### src/design/assert_macros.svh
// Assertion macros shared by the page cache RTL.
`ifndef ASSERT_MACROS_SVH
`define ASSERT_MACROS_SVH
`ifndef SYNTHESIS
// Property must hold at every clock edge out of reset.
`define LPC_ASSERT(lbl, clk, rst_n, prop) \
	lbl: assert property (@(posedge clk) disable iff (!rst_n) (prop)) \
		else $error("page cache assertion failed");
// Antecedent implies consequent on the following edge.
`define LPC_ASSERT_NEXT(lbl, clk, rst_n, ante, cons) \
	lbl: assert property (@(posedge clk) disable iff (!rst_n) (ante) |=> (cons)) \
		else $error("page cache assertion failed");
`else
`define LPC_ASSERT(lbl, clk, rst_n, prop)
`define LPC_ASSERT_NEXT(lbl, clk, rst_n, ante, cons)
`endif
`endif

### src/design/lpc_pkg.sv
// Types and codes shared by the page cache controller and datapath.
package lpc_pkg;

	typedef enum logic [1:0] {
		CMD_FETCH = 2'd0,
		CMD_UNPIN = 2'd1,
		CMD_DIRTY = 2'd2,
		CMD_FLUSH = 2'd3
	} cmd_t;

	localparam logic [1:0] STAT_OK      = 2'd0;
	localparam logic [1:0] STAT_NOSLOT  = 2'd1;
	localparam logic [1:0] STAT_IGNORED = 2'd2;

	typedef struct packed {
		logic [1:0]  command;
		logic [23:0] page_id;
		logic [7:0]  slot_index;
	} in_t;

	typedef struct packed {
		logic [7:0]  slot;
		logic        hit;
		logic        needs_fill;
		logic        writeback_valid;
		logic [23:0] writeback_page;
		logic [1:0]  status;
		logic        last;
	} out_t;

	typedef struct packed {
		logic [23:0] page;
		logic [15:0] pin;
		logic        dirty;
	} entry_t;

	typedef enum logic [2:0] {
		EM_NONE, EM_FETCH, EM_STATUS, EM_FLITEM, EM_CLOSE
	} emit_t;

	typedef enum logic [1:0] {AD_CNT, AD_SEL, AD_SIDX} addr_t;

	typedef enum logic [2:0] {WD_HIT, WD_NEW, WD_UNPIN, WD_DIRTY, WD_CLEAN} wd_t;

	typedef enum logic [1:0] {SS_CNT, SS_USED, SS_OLDEST, SS_NEWER} selsrc_t;

	typedef enum logic [3:0] {
		S_IDLE, S_SR_RD, S_SR_CHK, S_H_WR, S_FREE, S_NEW_WR, S_VW_INIT, S_VW_RD,
		S_VW_CHK, S_V_WR, S_MN1, S_MN2, S_MD_RD, S_MD_WR, S_FL_RD, S_FL_CHK
	} state_t;

	typedef struct packed {
		logic       ld_in;
		logic       cnt_clr;
		logic       cnt_inc;
		addr_t      addr;
		logic       rd;
		logic       wr;
		wd_t        wd;
		logic       sel_ld;
		selsrc_t    sel_src;
		logic       used_inc;
		logic       hit_set;
		logic       wb_cap;
		logic       unlink;
		logic       mn1;
		logic       mn2;
		emit_t      emit;
		logic [1:0] stat;
	} ctl_t;

	typedef struct packed {
		logic cnt_lt_used;
		logic used_full;
		logic match;
		logic pin_nz;
		logic dirty;
		logic page_nz;
		logic sel_none;
		logic sidx_ok;
	} dps_t;

endpackage

### src/design/lpc_ram.sv
// Generic single-write, single-read RAM with registered read data.
module lpc_ram #(
	parameter int WIDTH = 8,
	parameter int DEPTH = 16
) (
	input  logic                     clk,
	input  logic                     we,
	input  logic [$clog2(DEPTH)-1:0] waddr,
	input  logic [WIDTH-1:0]         wdata,
	input  logic                     re,
	input  logic [$clog2(DEPTH)-1:0] raddr,
	output logic [WIDTH-1:0]         rdata
);

	logic [WIDTH-1:0] mem_q [DEPTH];

	always_ff @(posedge clk) begin
		if (we) begin
			mem_q[waddr] <= wdata;
		end
		if (re) begin
			rdata <= mem_q[raddr];
		end
	end

endmodule

### src/design/lpc_ctrl.sv
// Command sequencer for the page cache: walks search, victim, relink, mark-dirty and flush steps.
`include "assert_macros.svh"
module lpc_ctrl
	import lpc_pkg::*;
(
	input  logic       clk,
	input  logic       arst_n,
	input  logic       start,
	input  logic [1:0] command,
	input  dps_t       st,
	output ctl_t       c,
	output logic       busy
);

	state_t state_q, state_d;
	cmd_t   cmd_q;

	always_ff @(posedge clk or negedge arst_n) begin
		if (!arst_n) begin
			state_q <= S_IDLE;
		end else begin
			state_q <= state_d;
		end
	end

	always_ff @(posedge clk) begin
		if (c.ld_in) begin
			cmd_q <= cmd_t'(command);
		end
	end

	assign busy = (state_q != S_IDLE);

	always_comb begin
		c       = '0;
		state_d = state_q;
		case (state_q)
			S_IDLE: begin
				if (start) begin
					c.ld_in   = 1'b1;
					c.cnt_clr = 1'b1;
					case (cmd_t'(command))
						CMD_FETCH: state_d = S_SR_RD;
						CMD_UNPIN: state_d = S_SR_RD;
						CMD_DIRTY: state_d = S_MD_RD;
						default:   state_d = S_FL_RD;
					endcase
				end
			end
			S_SR_RD: begin
				if (st.cnt_lt_used) begin
					c.addr  = AD_CNT;
					c.rd    = 1'b1;
					state_d = S_SR_CHK;
				end else if (cmd_q == CMD_FETCH) begin
					state_d = st.used_full ? S_VW_INIT : S_FREE;
				end else begin
					c.emit  = EM_STATUS;
					c.stat  = STAT_IGNORED;
					state_d = S_IDLE;
				end
			end
			S_SR_CHK: begin
				if (!st.match) begin
					c.cnt_inc = 1'b1;
					state_d   = S_SR_RD;
				end else if (cmd_q == CMD_FETCH) begin
					c.sel_ld  = 1'b1;
					c.sel_src = SS_CNT;
					c.hit_set = 1'b1;
					state_d   = S_H_WR;
				end else begin
					c.emit  = EM_STATUS;
					c.stat  = st.pin_nz ? STAT_OK : STAT_IGNORED;
					c.addr  = AD_CNT;
					c.wr    = st.pin_nz;
					c.wd    = WD_UNPIN;
					state_d = S_IDLE;
				end
			end
			S_H_WR: begin
				c.addr   = AD_SEL;
				c.wr     = 1'b1;
				c.wd     = WD_HIT;
				c.unlink = 1'b1;
				state_d  = S_MN1;
			end
			S_FREE: begin
				c.sel_ld   = 1'b1;
				c.sel_src  = SS_USED;
				c.used_inc = 1'b1;
				state_d    = S_NEW_WR;
			end
			S_NEW_WR: begin
				c.addr  = AD_SEL;
				c.wr    = 1'b1;
				c.wd    = WD_NEW;
				state_d = S_MN1;
			end
			S_VW_INIT: begin
				c.sel_ld  = 1'b1;
				c.sel_src = SS_OLDEST;
				state_d   = S_VW_RD;
			end
			S_VW_RD: begin
				if (st.sel_none) begin
					c.emit  = EM_STATUS;
					c.stat  = STAT_NOSLOT;
					state_d = S_IDLE;
				end else begin
					c.addr  = AD_SEL;
					c.rd    = 1'b1;
					state_d = S_VW_CHK;
				end
			end
			S_VW_CHK: begin
				if (st.pin_nz) begin
					c.sel_ld  = 1'b1;
					c.sel_src = SS_NEWER;
					state_d   = S_VW_RD;
				end else begin
					c.wb_cap = 1'b1;
					state_d  = S_V_WR;
				end
			end
			S_V_WR: begin
				c.addr   = AD_SEL;
				c.wr     = 1'b1;
				c.wd     = WD_NEW;
				c.unlink = 1'b1;
				state_d  = S_MN1;
			end
			S_MN1: begin
				c.mn1   = 1'b1;
				state_d = S_MN2;
			end
			S_MN2: begin
				c.mn2   = 1'b1;
				c.emit  = EM_FETCH;
				state_d = S_IDLE;
			end
			S_MD_RD: begin
				if (st.sidx_ok) begin
					c.addr  = AD_SIDX;
					c.rd    = 1'b1;
					state_d = S_MD_WR;
				end else begin
					c.emit  = EM_STATUS;
					c.stat  = STAT_OK;
					state_d = S_IDLE;
				end
			end
			S_MD_WR: begin
				c.addr  = AD_SIDX;
				c.wr    = 1'b1;
				c.wd    = WD_DIRTY;
				c.emit  = EM_STATUS;
				c.stat  = STAT_OK;
				state_d = S_IDLE;
			end
			S_FL_RD: begin
				if (st.cnt_lt_used) begin
					c.addr  = AD_CNT;
					c.rd    = 1'b1;
					state_d = S_FL_CHK;
				end else begin
					c.emit  = EM_CLOSE;
					state_d = S_IDLE;
				end
			end
			S_FL_CHK: begin
				c.addr    = AD_CNT;
				c.wr      = 1'b1;
				c.wd      = WD_CLEAN;
				c.cnt_inc = 1'b1;
				if (st.dirty && st.page_nz) begin
					c.emit = EM_FLITEM;
				end
				state_d = S_FL_RD;
			end
			default: begin
				state_d = S_IDLE;
			end
		endcase
	end

	// A relink always follows an entry write that unlinked or installed.
	`LPC_ASSERT_NEXT(a_mn1_after_wr, clk, arst_n, c.unlink, state_q == S_MN1)

endmodule

### src/design/lpc_dp.sv
// Page cache datapath: slot tables, LRU links, counters and result register.
`include "assert_macros.svh"
module lpc_dp
	import lpc_pkg::*;
#(
	parameter int NUM_SLOTS = 16
) (
	input  logic clk,
	input  logic arst_n,
	input  in_t  item,
	input  ctl_t c,
	output dps_t st,
	output out_t result,
	output logic done
);

	localparam int SW = $clog2(NUM_SLOTS);
	localparam int LW = $clog2(NUM_SLOTS + 1);
	localparam logic [LW-1:0] NONE = LW'(NUM_SLOTS);

	logic [23:0]   page_id_q;
	logic [7:0]    slot_index_q;
	logic [LW-1:0] cnt_q, sel_q, used_q, newest_q, oldest_q;
	logic          hit_q, wb_q;
	logic [23:0]   wbp_q;
	out_t          res_q;
	logic          done_q;

	entry_t        ent_rd, ent_wd;
	logic [LW-1:0] older_rd, newer_rd;
	logic [SW-1:0] ad;

	logic          ow_en, nw_en;
	logic [SW-1:0] ow_ad, nw_ad;
	logic [LW-1:0] ow_d, nw_d;

	always_comb begin
		case (c.addr)
			AD_CNT:  ad = cnt_q[SW-1:0];
			AD_SEL:  ad = sel_q[SW-1:0];
			AD_SIDX: ad = SW'(slot_index_q);
			default: ad = cnt_q[SW-1:0];
		endcase
	end

	always_comb begin
		ent_wd = ent_rd;
		case (c.wd)
			WD_HIT:   ent_wd.pin = (&ent_rd.pin) ? ent_rd.pin : ent_rd.pin + 16'd1;
			WD_NEW:   ent_wd = '{page: page_id_q, pin: 16'd1, dirty: 1'b0};
			WD_UNPIN: ent_wd.pin = ent_rd.pin - 16'd1;
			WD_DIRTY: ent_wd.dirty = 1'b1;
			WD_CLEAN: ent_wd.dirty = 1'b0;
			default:  ent_wd = ent_rd;
		endcase
	end

	// link writes: unlink patches both neighbors, mn1/mn2 put the slot on top
	always_comb begin
		ow_en = 1'b0;
		ow_ad = sel_q[SW-1:0];
		ow_d  = newest_q;
		nw_en = 1'b0;
		nw_ad = sel_q[SW-1:0];
		nw_d  = NONE;
		if (c.unlink) begin
			ow_en = (newer_rd != NONE);
			ow_ad = newer_rd[SW-1:0];
			ow_d  = older_rd;
			nw_en = (older_rd != NONE);
			nw_ad = older_rd[SW-1:0];
			nw_d  = newer_rd;
		end else if (c.mn1) begin
			ow_en = 1'b1;
			nw_en = 1'b1;
		end else if (c.mn2) begin
			nw_en = (newest_q != NONE);
			nw_ad = newest_q[SW-1:0];
			nw_d  = sel_q;
		end
	end

	lpc_ram #(.WIDTH($bits(entry_t)), .DEPTH(NUM_SLOTS)) u_ent (
		.clk(clk), .we(c.wr), .waddr(ad), .wdata(ent_wd),
		.re(c.rd), .raddr(ad), .rdata(ent_rd)
	);

	lpc_ram #(.WIDTH(LW), .DEPTH(NUM_SLOTS)) u_older (
		.clk(clk), .we(ow_en), .waddr(ow_ad), .wdata(ow_d),
		.re(c.rd), .raddr(ad), .rdata(older_rd)
	);

	lpc_ram #(.WIDTH(LW), .DEPTH(NUM_SLOTS)) u_newer (
		.clk(clk), .we(nw_en), .waddr(nw_ad), .wdata(nw_d),
		.re(c.rd), .raddr(ad), .rdata(newer_rd)
	);

	always_ff @(posedge clk or negedge arst_n) begin
		if (!arst_n) begin
			used_q   <= '0;
			newest_q <= NONE;
			oldest_q <= NONE;
			done_q   <= 1'b0;
		end else begin
			done_q <= (c.emit != EM_NONE);
			if (c.used_inc) begin
				used_q <= used_q + 1'b1;
			end
			if (c.unlink) begin
				if (newer_rd == NONE) begin
					newest_q <= older_rd;
				end
				if (older_rd == NONE) begin
					oldest_q <= newer_rd;
				end
			end
			if (c.mn2) begin
				newest_q <= sel_q;
				if (oldest_q == NONE) begin
					oldest_q <= sel_q;
				end
			end
		end
	end

	always_ff @(posedge clk) begin
		if (c.ld_in) begin
			page_id_q    <= item.page_id;
			slot_index_q <= item.slot_index;
			hit_q        <= 1'b0;
			wb_q         <= 1'b0;
			wbp_q        <= '0;
		end
		if (c.cnt_clr) begin
			cnt_q <= '0;
		end else if (c.cnt_inc) begin
			cnt_q <= cnt_q + 1'b1;
		end
		if (c.sel_ld) begin
			case (c.sel_src)
				SS_CNT:    sel_q <= cnt_q;
				SS_USED:   sel_q <= used_q;
				SS_OLDEST: sel_q <= oldest_q;
				SS_NEWER:  sel_q <= newer_rd;
				default:   sel_q <= cnt_q;
			endcase
		end
		if (c.hit_set) begin
			hit_q <= 1'b1;
		end
		if (c.wb_cap) begin
			wb_q  <= ent_rd.dirty;
			wbp_q <= ent_rd.dirty ? ent_rd.page : 24'd0;
		end
		case (c.emit)
			EM_FETCH: begin
				res_q <= '{slot: 8'(sel_q), hit: hit_q, needs_fill: !hit_q,
					writeback_valid: wb_q, writeback_page: wbp_q,
					status: STAT_OK, last: 1'b1};
			end
			EM_STATUS: begin
				res_q <= '{slot: 8'd0, hit: 1'b0, needs_fill: 1'b0,
					writeback_valid: 1'b0, writeback_page: 24'd0,
					status: c.stat, last: 1'b1};
			end
			EM_FLITEM: begin
				res_q <= '{slot: 8'(cnt_q), hit: 1'b0, needs_fill: 1'b0,
					writeback_valid: 1'b1, writeback_page: ent_rd.page,
					status: STAT_OK, last: 1'b0};
			end
			EM_CLOSE: begin
				res_q <= '{slot: 8'd0, hit: 1'b0, needs_fill: 1'b0,
					writeback_valid: 1'b0, writeback_page: 24'd0,
					status: STAT_OK, last: 1'b1};
			end
			default: begin
			end
		endcase
	end

	assign st.cnt_lt_used = (cnt_q < used_q);
	assign st.used_full   = (used_q == NONE);
	assign st.match       = (ent_rd.page == page_id_q);
	assign st.pin_nz      = |ent_rd.pin;
	assign st.dirty       = ent_rd.dirty;
	assign st.page_nz     = |ent_rd.page;
	assign st.sel_none    = (sel_q == NONE);
	assign st.sidx_ok     = ({1'b0, slot_index_q} < 9'(used_q));

	assign result = res_q;
	assign done   = done_q;

	`LPC_ASSERT(a_used_bound, clk, arst_n, used_q <= NONE)
	`LPC_ASSERT(a_ends_paired, clk, arst_n, (newest_q == NONE) == (oldest_q == NONE))
	`LPC_ASSERT(a_empty_list, clk, arst_n, (used_q != '0) || (newest_q == NONE))

endmodule

### src/design/lru_pinned_page_cache_core.sv
// Top level of the pinned LRU page cache slot manager.
//
// Usage:
//   An item beat (command, page_id, slot_index) is taken at a clock edge with
//   start high and busy low. Commands: fetch and pin, unpin, mark slot dirty,
//   flush dirty slots. Each result beat is on result for one cycle with done
//   high; the receiver must take it then, there is no back-pressure.
//   Fetch, unpin and mark dirty give one beat with last set. Flush gives one
//   beat per dirty in-use slot holding a nonzero page, in slot order, then a
//   closing beat with last set.
// Slot walks: each slot visited takes a RAM read state, then a compare state,
//   since the slot tables sit in registered-read RAMs and the victim walk
//   follows links.
//   One command is worked at a time; busy stays high until its last beat is
//   launched, and the next command may start while that beat is shown.
// Reset: arst_n clears the occupancy count and the LRU ends; slot tables
//   need no clearing since only slots below the occupancy count are read.
module lru_pinned_page_cache_core
	import lpc_pkg::*;
#(
	parameter int NUM_SLOTS = 16
) (
	input  logic clk,
	input  logic arst_n,
	input  logic start,
	input  in_t  item,
	output logic busy,
	output logic done,
	output out_t result
);

	ctl_t ctl;
	dps_t dps;

	// sequencer: owns the state, issues one datapath command per cycle
	lpc_ctrl u_ctrl (
		.clk(clk), .arst_n(arst_n), .start(start), .command(item.command),
		.st(dps), .c(ctl), .busy(busy)
	);

	// datapath: slot RAMs, LRU link RAMs, counters and the result register
	lpc_dp #(.NUM_SLOTS(NUM_SLOTS)) u_dp (
		.clk(clk), .arst_n(arst_n), .item(item), .c(ctl),
		.st(dps), .result(result), .done(done)
	);

endmodule
### config.mk
export PLATFORM = sky130hd
export DESIGN_NAME = lru_pinned_page_cache_core
export DESIGN_NICKNAME = d
export VERILOG_FILES = /design/src/design/lpc_pkg.sv /design/src/design/lpc_ram.sv /design/src/design/lpc_ctrl.sv /design/src/design/lpc_dp.sv /design/src/design/lru_pinned_page_cache_core.sv
export VERILOG_INCLUDE_DIRS = /design/src /design/src/design
export SDC_FILE = /design/constraint.sdc
export NUM_CORES = 1
export LEC_CHECK = 0
export BUFFER_PORTS_ARGS = -buffer_cell sky130_fd_sc_hd__clkbuf_2
export CAP_MARGIN = 25
export CORE_AREA = 2 2 374 376
export CTS_CLUSTER_SIZE = 16
export DETAILED_ROUTE_END_ITERATION = 8
export DIE_AREA = 0 0 376 378
export GPL_ROUTABILITY_DRIVEN = 0
export PLACE_DENSITY = 0.5
export SLEW_MARGIN = 30
export SYNTH_ARGS = -nofsm -noshare
export SYNTH_HDL_FRONTEND = slang
export SYNTH_SLANG_ARGS = --single-unit
### constraint.sdc
create_clock -name clk -period 14.4 [get_ports clk]
set_input_delay 0.72 -clock clk [delete_from_list [all_inputs] [get_ports clk]]
set_output_delay 0.72 -clock clk [all_outputs]
set_load 0.01 [all_outputs]
==> flow_metrics.tcl, run 1 <==
set metrics [dict create \
    fp.dieW_um 376 \
    root_buffer "clkbuf_16" \
    drive_gt1_frac 0.106 \
    status "completed" \
    synth-xor-area-share 0.00616 \
    clock_path_buffers 3 \
    clk_pin_slew_ns 0.06 \
    grt_usage 0.159 \
    drv_cap 0 \
    timing.rr.end "u_dp.u_newer.rdata[1]" \
    drc_errors 0 \
    yosys_warnings 0 \
    cts_max_level 3 \
    crit_family "buffers and inverters" \
    synthCells 3315 \
    crit_fanout 78 \
    port_buffers 73 \
    yosysSeqAreaShare 0.718 \
    grt_pass1_vias 24800 \
    max_stage_delay_ns 0.81 \
    crit_slowest_cell "buf_4" \
    ys_types 79 \
    crit_chain "inv_1 -> ha_1 -> a21oi_1 -> o21ai_0 -> a31oi_1 -> nor2_1 -> or3_1 -> ha_1 -> nor2_1 -> a21oi_4 -> buf_4 -> buf_4 -> buf_4 -> nand3_1 -> o211ai_1 -> nand4_1" \
    synthAdderAreaFrac 0.00455 \
    slew_violations 0 \
    io_pins 77 \
    worstPathArrival_ns 6.75 \
    dieArea_um2 142000 \
    routed_wl_mm 115 \
    worst_slew_pin_slew_ns 1.04 \
    synth_seq_cells 992 \
    fin_nets 3403 \
    insertion_delay_ns 0.69 \
    fin_tns_setup_ns 0 \
    yosys.area.top_type "edfxtp_1" \
    grt_antenna_before_repair 4 \
    synth_area_leaders "edfxtp_1 (70%), nand2_1 (10%), o211ai_1 (3.8%)" \
    critPathLaunchType "register" \
    timing.fmax_ghz 0.158 \
    die_y_um 378 \
    n_antenna_cell 0 \
    synth_ff_type "edfxtp_1" \
    max-slew-margin-rel 0.308 \
    cts_hold_buf 0 \
    synth-compound-area-share 0.0683 \
    cts_resized 0 \
    multi_input_area_um2 10900 \
    power_density_nw_per_um2 222 \
    fillCellCount 13500 \
    avgSynthCellArea_um2 12.4 \
    rows 137 \
    yosys-mux-area-fraction 0.0105 \
    peakVddDrop_mv 0.140 \
    post-synth-top-count-cell "nand2_1" \
    area_delta_synth_final_pct 14.1 \
    synthSimpleGateAreaFrac 0.169 \
    power_mw 10.5 \
    core_um2 139000 \
    cts_sinks 992 \
    reg2reg_from "u_dp.used_q[2]" \
    synth_top_family_by_area "simple AND/OR/NAND/NOR gates" \
    min_path_type "in -> async" \
    synth_edf_count 966 \
    rrSetupSlack_ns 8.08 \
    post_drt_wl_per_cell_um 21.9 \
    synth_area_um2 41300 \
    setup_viol_count_final 0 \
    rsz0062_at_grt "false" \
    path_buf_inv 4 \
    reg2reg_depth 16 \
    numCtsBuffers 103 \
    overflow 0 \
    async_flop_share 0.0202 \
    cts_tree "done" \
    viasPerCell 4.96 \
    finalCritPeriodShare 0.439 \
    first_pass_iters 5 \
    vias 26000 \
    drt_iter0_drc 2664 \
    finClkSkew_ns 0.0196 \
    drtAntennaViolNets 0 \
    register_area_um2 29600 \
    power_leakage_nw 16.5 \
    grt_pass1_wl_mm 168 \
    netlist.area_leader.share 0.703 \
    crit_top_cell "buf_4" \
    grt_max_degree 186 \
    endpoint_kind "register" \
    finalCriticalPeriod_ns 6.32 \
    initial_core_util 0.298 \
    required_ns 14.82 \
    hold_viol 0 \
    cts_setup_buffers 0 \
    place_hpwl_mm 65.0 \
    path_class "reg -> reg" \
    synth_common_cells "nand2_1 (1115), edfxtp_1 (966), nand3_1 (223), o211ai_1 (207), clkbuf_1 (162)" \
]
sequential cells by signal, summed over array words and instances (netlist names), 8 cells and up:
name	flops
u_dp.slot_index_q	8
u_dp.u_newer.mem_q	80
u_dp.result	35
u_dp.u_older.mem_q	80
u_dp.u_ent.mem_q	656
u_dp.u_ent.rdata	41
u_dp.wbp_q	24
u_dp.page_id_q	24
metal layers:
layer	GRT usage	vias to the layer above	share of wire
li1	-	12200	-
met1	0.224	12900	0.46
met2	0.254	807	0.47
met3	0.0233	134	0.057
met4	0.0443	4	0.021
met5	0	-	0.00015
logic make-up (layout without fill, tap and decap cells):
kind of cell | after synthesis | after routing
xor gates and xnor gates | 29 | 29
and+or+nand+nor | 1620 | 1620
AOI/OAI and AO/OA | 389 | 389
adders and majority gates | 15 | 15
buffers and inverters | 229 | 351
muxes | 40 | 40
DFF | 992 | 992
other | 1 | 3
stage by stage:
stage | utilization | cells | hold WS (ns) | setup slack, ns | area (um2)
2_1_floorplan | - | 3317 | 0.424 | 8.17 | 41300
3_3_place_gp | 0.315 | 5051 | 0.465 | 8.21 | 43700
3_5_place_dp | 0.316 | 5053 | 0.471 | 8.15 | 43800
4_1_cts | 0.340 | 5246 | 0.00513 | 8.13 | 47100
5_1_grt | 0.340 | 5246 | 0.0518 | 7.61 | 47100
6_report | 0.340 | 5246 | 0.0430 | 8.08 | 47100
worst reg2reg max path: stages (launching register included):
cell      delay [ns]
dfrtp_1         0.46
inv_1           0.09
ha_1            0.31
a21oi_1         0.14
o21ai_0         0.12
a31oi_1         0.29
nor2_1          0.06
or3_1           0.34
ha_1            0.58
nor2_1          0.15
a21oi_4         0.65
buf_4           0.82
buf_4           0.80
buf_4           0.76
nand3_1         0.21
o211ai_1        0.16
nand4_1         0.11
area by class of cell:
| cell class | count | area share |
|---|---|---|
| clock buffers | 130 | 0.0588 |
| clock inverters | 63 | 0.0112 |
| inverters | 26 | 0.00213 |
| multi-input cells | 2096 | 0.232 |
| flip-flops and latches | 992 | 0.629 |
| well taps | 1807 | 0.0480 |
| repair buffers | 132 | 0.0189 |
worst max path at each step:
stage / start / end / slack [ns] / cells after the start
finish: u_dp.used_q[2] / u_dp.u_newer.rdata[1] / 8.08 / 16
global route: u_dp.used_q[2] / u_dp.u_older.rdata[1] / 7.61 / 16
CTS: u_dp.used_q[2] / u_dp.u_older.rdata[4] / 8.13 / 16
detailed placement: u_dp.used_q[2] / u_dp.u_older.rdata[1] / 8.15 / 16
global placement: u_dp.used_q[2] / u_dp.u_older.rdata[1] / 8.21 / 16
floorplan: u_ctrl.state_q[0] / u_dp.u_ent.mem_q[11][0] / 8.17 / 12
cell usage in the layout (no fill, tap or decap), types with 6 or more instances in the layout:
cell type     n
a21oi_1      27
nand2b_1      6
and2_1       28
dfxtp_1       6
o211ai_1    207
dfrtp_1      18
a31oi_1      13
nor4_1       18
bufinv_16     7
a22oi_1       9
nand4_1      63
buf_4        51
ha_1         15
nor3_1       20
nand2_1    1114
clkinv_1     26
o21a_1        7
nor2b_1       6
or3_1         8
nor2_4       12
o21ai_0      38
a21o_1        7
nor3_2       11
nand3_1     223
nor2_1       70
xnor2_1      12
mux2i_1      12
inv_1        24
and3_1        7
clkbuf_16   105
clkinv_2     20
edfxtp_1    966
clkbuf_1     20
a22o_1       29
mux2_2       26
xor2_1       17
clkbuf_2     73
power by group:
part	leakage, nW	switching, mW	internal [mW]
clock	1.61	1.13	1.49
sequential	9.06	0.286	4.13
combinational	5.81	2.53	0.903
Note: power is estimated with default switching activity, not from simulation.
==> inputs of run 2 (changes only) <==
clock period = 6.05 ns   (was 14.4 ns; I/O delays follow)
==> run 2 against run 1 <==
Against the previous run:
- clock skew up 0.0094 ns
- total power up 140%
- sequential power up 140%
- hold slack better by 0.12 ns
- first-iteration DRC count down 7.3%
- wire length up 1.6%
- register-to-register slack worse by 6.6 ns
- flip-flop and latch count unchanged
- global-route usage up 0.25 points
- non-clock buffer count up 53
- cell count up 0.95%
- design area up 1.0%
- critical path type unchanged
- critical endpoint is now u_dp.u_ent.mem_q[12][21]
- largest cell class unchanged
- highest routed layer is now met4
==> flow_metrics.tcl, run 2 (same netlist as run 1, synthesis figures left out) <==
set metrics [dict create \
    status "completed" \
    endpoint_kind "register" \
    initial_core_util 0.298 \
    power_density_nw_per_um2 522 \
    p_comb_frac 0.334 \
    grt_antenna_before_repair 1 \
    viasPerCell 4.98 \
    power_frac_seq 0.425 \
    peakVddDrop_mv 0.395 \
    rows 137 \
    grt_pass1_vias 25300 \
    required_ns 6.35 \
    grt_usage 0.161 \
    cts_hold_buf 37 \
    stdcell_count 5296 \
    path_buf_inv 2 \
    p_int_mw 15.5 \
    clk_pin_slew_ns 0.06 \
    finalCriticalPeriod_ns 4.61 \
    timing.fmax_ghz 0.217 \
    cts_resized 0 \
    max_stage_delay_ns 0.57 \
    dpl-instance-area_um2 44000 \
    slew_violations 0 \
    clock_path_buffers 3 \
    drc_errors 0 \
    dp.cells 5067 \
    swShare 0.377 \
    worst_slew_pin_slew_ns 0.968 \
    reg2reg_from "u_dp.used_q[2]" \
    core_um2 139000 \
    finalCritPeriodShare 0.762 \
    min_path_type "in -> async" \
    top_regs "u_dp.u_ent.mem_q: 656 flops, u_dp.u_newer.mem_q: 80 flops, u_dp.u_older.mem_q: 80 flops" \
    cts_sinks 992 \
    fillCellCount 13600 \
    power_frac_clock 0.241 \
    routed_wl_mm 117 \
    grt_pass1_wl_mm 172 \
    drtAntennaViolNets 0 \
    power_mw 24.9 \
    layout_commonest_cell "nand2_1" \
    worstPathArrival_ns 4.91 \
    insertion_delay_ns 0.69 \
    dieArea_um2 142000 \
    power.net_switching_mw 9.38 \
    area_delta_synth_final_pct 15.3 \
    vias 26400 \
    place_hpwl_mm 64.6 \
    crit_fanout 28 \
    largest_register_ffs 656 \
    fin_util 0.343 \
    worst_slack_ns 1.44 \
    port_buffers 73 \
    numCtsBuffers 104 \
    drv_cap 0 \
    stdcell_area_um2 47600 \
    place_ws_ns 1.53 \
    grt_max_degree 179 \
    die_y_um 378 \
    critPathLaunch "u_dp.used_q[2]" \
    cts_max_level 3 \
    overflow 0 \
    final_cell_mix "nand2_1 (1114), edfxtp_1 (966), nand3_1 (223)" \
    setup_viol_count_final 0 \
    fp.dieW_um 376 \
    post_drt_wl_per_cell_um 22.0 \
    power_leakage_nw 16.7 \
    rsz0062_at_grt "false" \
    n_antenna_cell 0 \
    io_pins 77 \
    finClkSkew_ns 0.0290 \
    first_pass_iters 5 \
    path_class "reg -> reg" \
    cts_setup_buffers 0 \
    drive_gt1_frac 0.105 \
    max-slew-margin-rel 0.355 \
    drt_iter0_drc 2469 \
    root_buffer "clkbuf_16" \
    regMostFlops "u_dp.u_ent.mem_q" \
    crit_slowest_cell "ha_1" \
    crit_family "simple AND/OR/NAND/NOR gates" \
    hold_viol 0 \
    cts_tree "done" \
    crit_chain "inv_1 -> ha_1 -> a21oi_1 -> o21ai_0 -> a31oi_1 -> nor2_1 -> or3_1 -> ha_1 -> nor2_1 -> a21oi_4 -> nand2_1 -> nor2_4 -> buf_4" \
    fin_nets 3457 \
    critPathLaunchType "register" \
]
run 2: path summary, 6_finish.rpt:
path,cells past startpoint,slack (ns),end
worst max-delay path,13,1.44,u_dp.u_ent.mem_q[12][21]
worst min-delay path,2,0.17,u_dp.newest_q[2]
worst max register to register,13,1.44,u_dp.u_ent.mem_q[12][21]
worst min register to register,2,0.51,u_dp.hit_q
max in group asynchronous,2,5.47,u_ctrl.state_q[1]
min in group clk,2,0.33,u_dp.page_id_q[16]
run 2: power by group through the flow:
stage               clock network (mW)  logic, mW  registers (mW)
floorplan                            0       5.38            10.4
global placement                     0       8.25            10.7
detailed placement                   0       8.35            10.7
CTS                               6.14       8.39            10.6
global route                      6.39       9.21            10.6
finish                            6.00       8.30            10.6
run 2: area by class of cell:
cell class                 count  area (um2)  share of cell area
tap                         1807        2260              0.0475
inverter                      26        97.6             0.00205
multi-input combinational   2096       10900               0.229
sequential                   992       29600               0.623
timing repair buffer         185        1520              0.0320
clock buffer                 139        2820              0.0592
clock inverter                51         330             0.00694
run 2: per-layer routing:
metal | GRT usage | share of wire | vias up
met1 | 0.230 | 0.46 | 13300
met3 | 0.0166 | 0.045 | 123
met2 | 0.262 | 0.47 | 682
li1 | - | - | 12300
met4 | 0.0408 | 0.019 | 0
met5 | 0 | 0 | -
run 2: metrics by stage:
step	TNS, ns	hold WS [ns]
after CTS	0	0.119
after global placement	0	0.355
after floorplan	-51.66	0.00691
final	0	0.167
after global routing	0	0.205
after detailed placement	0	0.351
run 2: worst register-to-register path, stage by stage (launching register included):
cell and delay (ns):
dfrtp_1 0.48, inv_1 0.11, ha_1 0.32, a21oi_1 0.14, o21ai_0 0.17, a31oi_1 0.26, nor2_1 0.06, or3_1 0.33
ha_1 0.57, nor2_1 0.14, a21oi_4 0.51, nand2_1 0.41, nor2_4 0.18, buf_4 0.52
==> inputs of run 3 (changes only) <==
clock period = 4.39 ns   (was 6.05 ns; I/O delays follow)
==> run 3 against run 2 <==
Against the previous run:
- wire length is 0.44% higher
- sequential power is 35% higher
- highest routed layer unchanged
- largest cell class unchanged
- global-route usage is 0.17 points higher
- register-to-register slack got worse by 1.1 ns
- clock power grew 50%
- flip-flop and latch count did not move
- non-clock buffer count up 60
- hold slack lost 0.11 ns
- critical path type unchanged
- maximum frequency increased by 13%
- first-iteration DRC count fell by 2.3%
- clock skew up 0.031 ns
==> flow_metrics.tcl, run 3 (same netlist as run 1, synthesis figures left out) <==
set metrics [dict create \
    status "completed" \
    cts_setup_buffers 0 \
    grt_antenna_before_repair 0 \
    slew_violations 0 \
    grt_max_degree 124 \
    finalCriticalPeriod_ns 4.09 \
    power_density_nw_per_um2 728 \
    rsz0062_at_grt "false" \
    place_hpwl_mm 69.1 \
    die_y_um 378 \
    crit_family "simple AND/OR/NAND/NOR gates" \
    fin_nets 3518 \
    layout_commonest_cell "nand2_1" \
    finClkSkew_ns 0.0599 \
    min_path_type "in -> async" \
    largest_register_ffs 656 \
    cts_sinks 992 \
    final_cell_mix "nand2_1 (1114), edfxtp_1 (966), nand3_1 (223)" \
    drtAntennaViolNets 0 \
    crit_fanout 16 \
    timing.fmax_ghz 0.244 \
    core_um2 139000 \
    first_pass_iters 6 \
    vias 26500 \
    port_buffers 73 \
    crit_slowest_cell "a22oi_1" \
    grt_pass1_vias 25400 \
    power_mw 35.5 \
    routed_wl_mm 117 \
    regMostFlops "u_dp.u_ent.mem_q" \
    hold_viol 0 \
    worstPathArrival_ns 4.45 \
    overflow 0 \
    crit_chain "inv_1 -> ha_1 -> nor4_1 -> nand2_1 -> a31oi_1 -> nor2_1 -> or3_1 -> ha_2 -> a22oi_1 -> o21ai_0 -> nor2_4 -> nand2_1 -> buf_4 -> nor3_4 -> buf_4" \
    root_buffer "clkbuf_16" \
    fin_util 0.352 \
    initial_core_util 0.298 \
    endpoint_kind "register" \
    setup_viol_count_final 0 \
    fp.dieW_um 376 \
    finalCritPeriodShare 0.932 \
    peakVddDrop_mv 0.439 \
    clock_path_buffers 3 \
    critPathLaunchType "register" \
    fin_tns_setup_ns 0 \
    grt_pass1_wl_mm 173 \
    n_antenna_cell 0 \
    insertion_delay_ns 0.71 \
    required_ns 4.75 \
    post_drt_wl_per_cell_um 21.9 \
    drc_errors 0 \
    top_regs "u_dp.u_ent.mem_q: 656 flops, u_dp.u_newer.mem_q: 80 flops, u_dp.u_older.mem_q: 80 flops" \
    dieArea_um2 142000 \
    max_stage_delay_ns 0.39 \
    drt_iter0_drc 2413 \
    drive_gt1_frac 0.125 \
    rows 137 \
    viasPerCell 4.95 \
    path_buf_inv 3 \
    path_class "reg -> reg" \
    clk_pin_slew_ns 0.06 \
    cts_tree "done" \
    max-slew-margin-rel 0.467 \
    area_delta_synth_final_pct 18.3 \
    io_pins 77 \
    power_leakage_nw 17.3 \
    grt_usage 0.163 \
    numCtsBuffers 105 \
    drv_cap 0 \
    worst_slew_pin_slew_ns 0.792 \
    cts_max_level 3 \
]
## run 3: changes by cell type in the layout (fill, tap and decap cells not counted), sizes merged
cell | before | now
clkinvlp | 1 | 6
dlygate4sd3 | 37 | 36
clkbuf | 212 | 205
bufinv | 2 | 11
clkinv | 47 | 41
buf | 75 | 136
inv | 27 | 28
## run 3: path summary, 6_finish.rpt
path / start / slack (ns) / cells past startpoint / end
min reg2reg: u_dp.hit_q / 0.47 / 2 / u_dp.hit_q
max: u_dp.used_q[4] / 0.30 / 15 / u_dp.u_ent.mem_q[3][35]
max reg2reg: u_dp.used_q[4] / 0.30 / 15 / u_dp.u_ent.mem_q[3][35]
min in group clk: item[5] / 0.24 / 2 / u_dp.slot_index_q[5]
min: arst_n / 0.06 / 2 / u_dp.oldest_q[1]
max in group asynchronous: arst_n / 3.93 / 2 / u_dp.newest_q[2]
## run 3: where the power goes
| group | switching, mW | leakage [nW] | internal, mW |
|---|---|---|---|
| logic | 8.54 | 6.55 | 3.68 |
| registers | 0.806 | 9.06 | 13.5 |
| clock network | 3.72 | 1.69 | 5.25 |
## run 3: final cells by class
| type | instances | area (um2) |
|---|---|---|
| inverter | 26 | 97.6 |
| sequential | 992 | 29600 |
| tap | 1807 | 2260 |
| multi-input combinational | 2096 | 10900 |
| clock inverter | 60 | 612 |
| clock buffer | 132 | 2860 |
| fill | 13400 | 89700 |
| timing repair buffer | 245 | 2410 |
## run 3: routing by layer
layer	vias to the layer above	track usage	share of wire
met5	-	0	0
met4	0	0.0419	0.020
met3	136	0.0185	0.051
met2	732	0.265	0.47
met1	13300	0.231	0.46
li1	12400	-	-
## run 3: repair_timing
action	CTS	global route
endpoints found under the setup margin	0	15
gates resized for setup	0	1
hold buffers	36	0
endpoints found under the hold margin	58	0
## run 3: stage by stage
step	cells	worst slack [ns]	instance area [um2]	hold WS [ns]
3_3_place_gp	5130	0.338	45000	0.262
4_1_cts	5358	0.256	48800	0.0307
5_1_grt	5358	0.0687	48800	0.0729
2_1_floorplan	3317	-0.564	41400	-0.0761
6_report	5358	0.296	48800	0.0559
3_5_place_dp	5130	0.300	45000	0.257
## run 3: worst register-to-register path, cell delays in order (launching register included)
cell and delay, ns:
dfrtp_1 0.38, inv_1 0.08, ha_1 0.21, nor4_1 0.32, nand2_1 0.11, a31oi_1 0.25, nor2_1 0.06, or3_1 0.34
ha_2 0.22, a22oi_1 0.39, o21ai_0 0.32, nor2_4 0.21, nand2_1 0.07, buf_4 0.19, nor3_4 0.21, buf_4 0.38
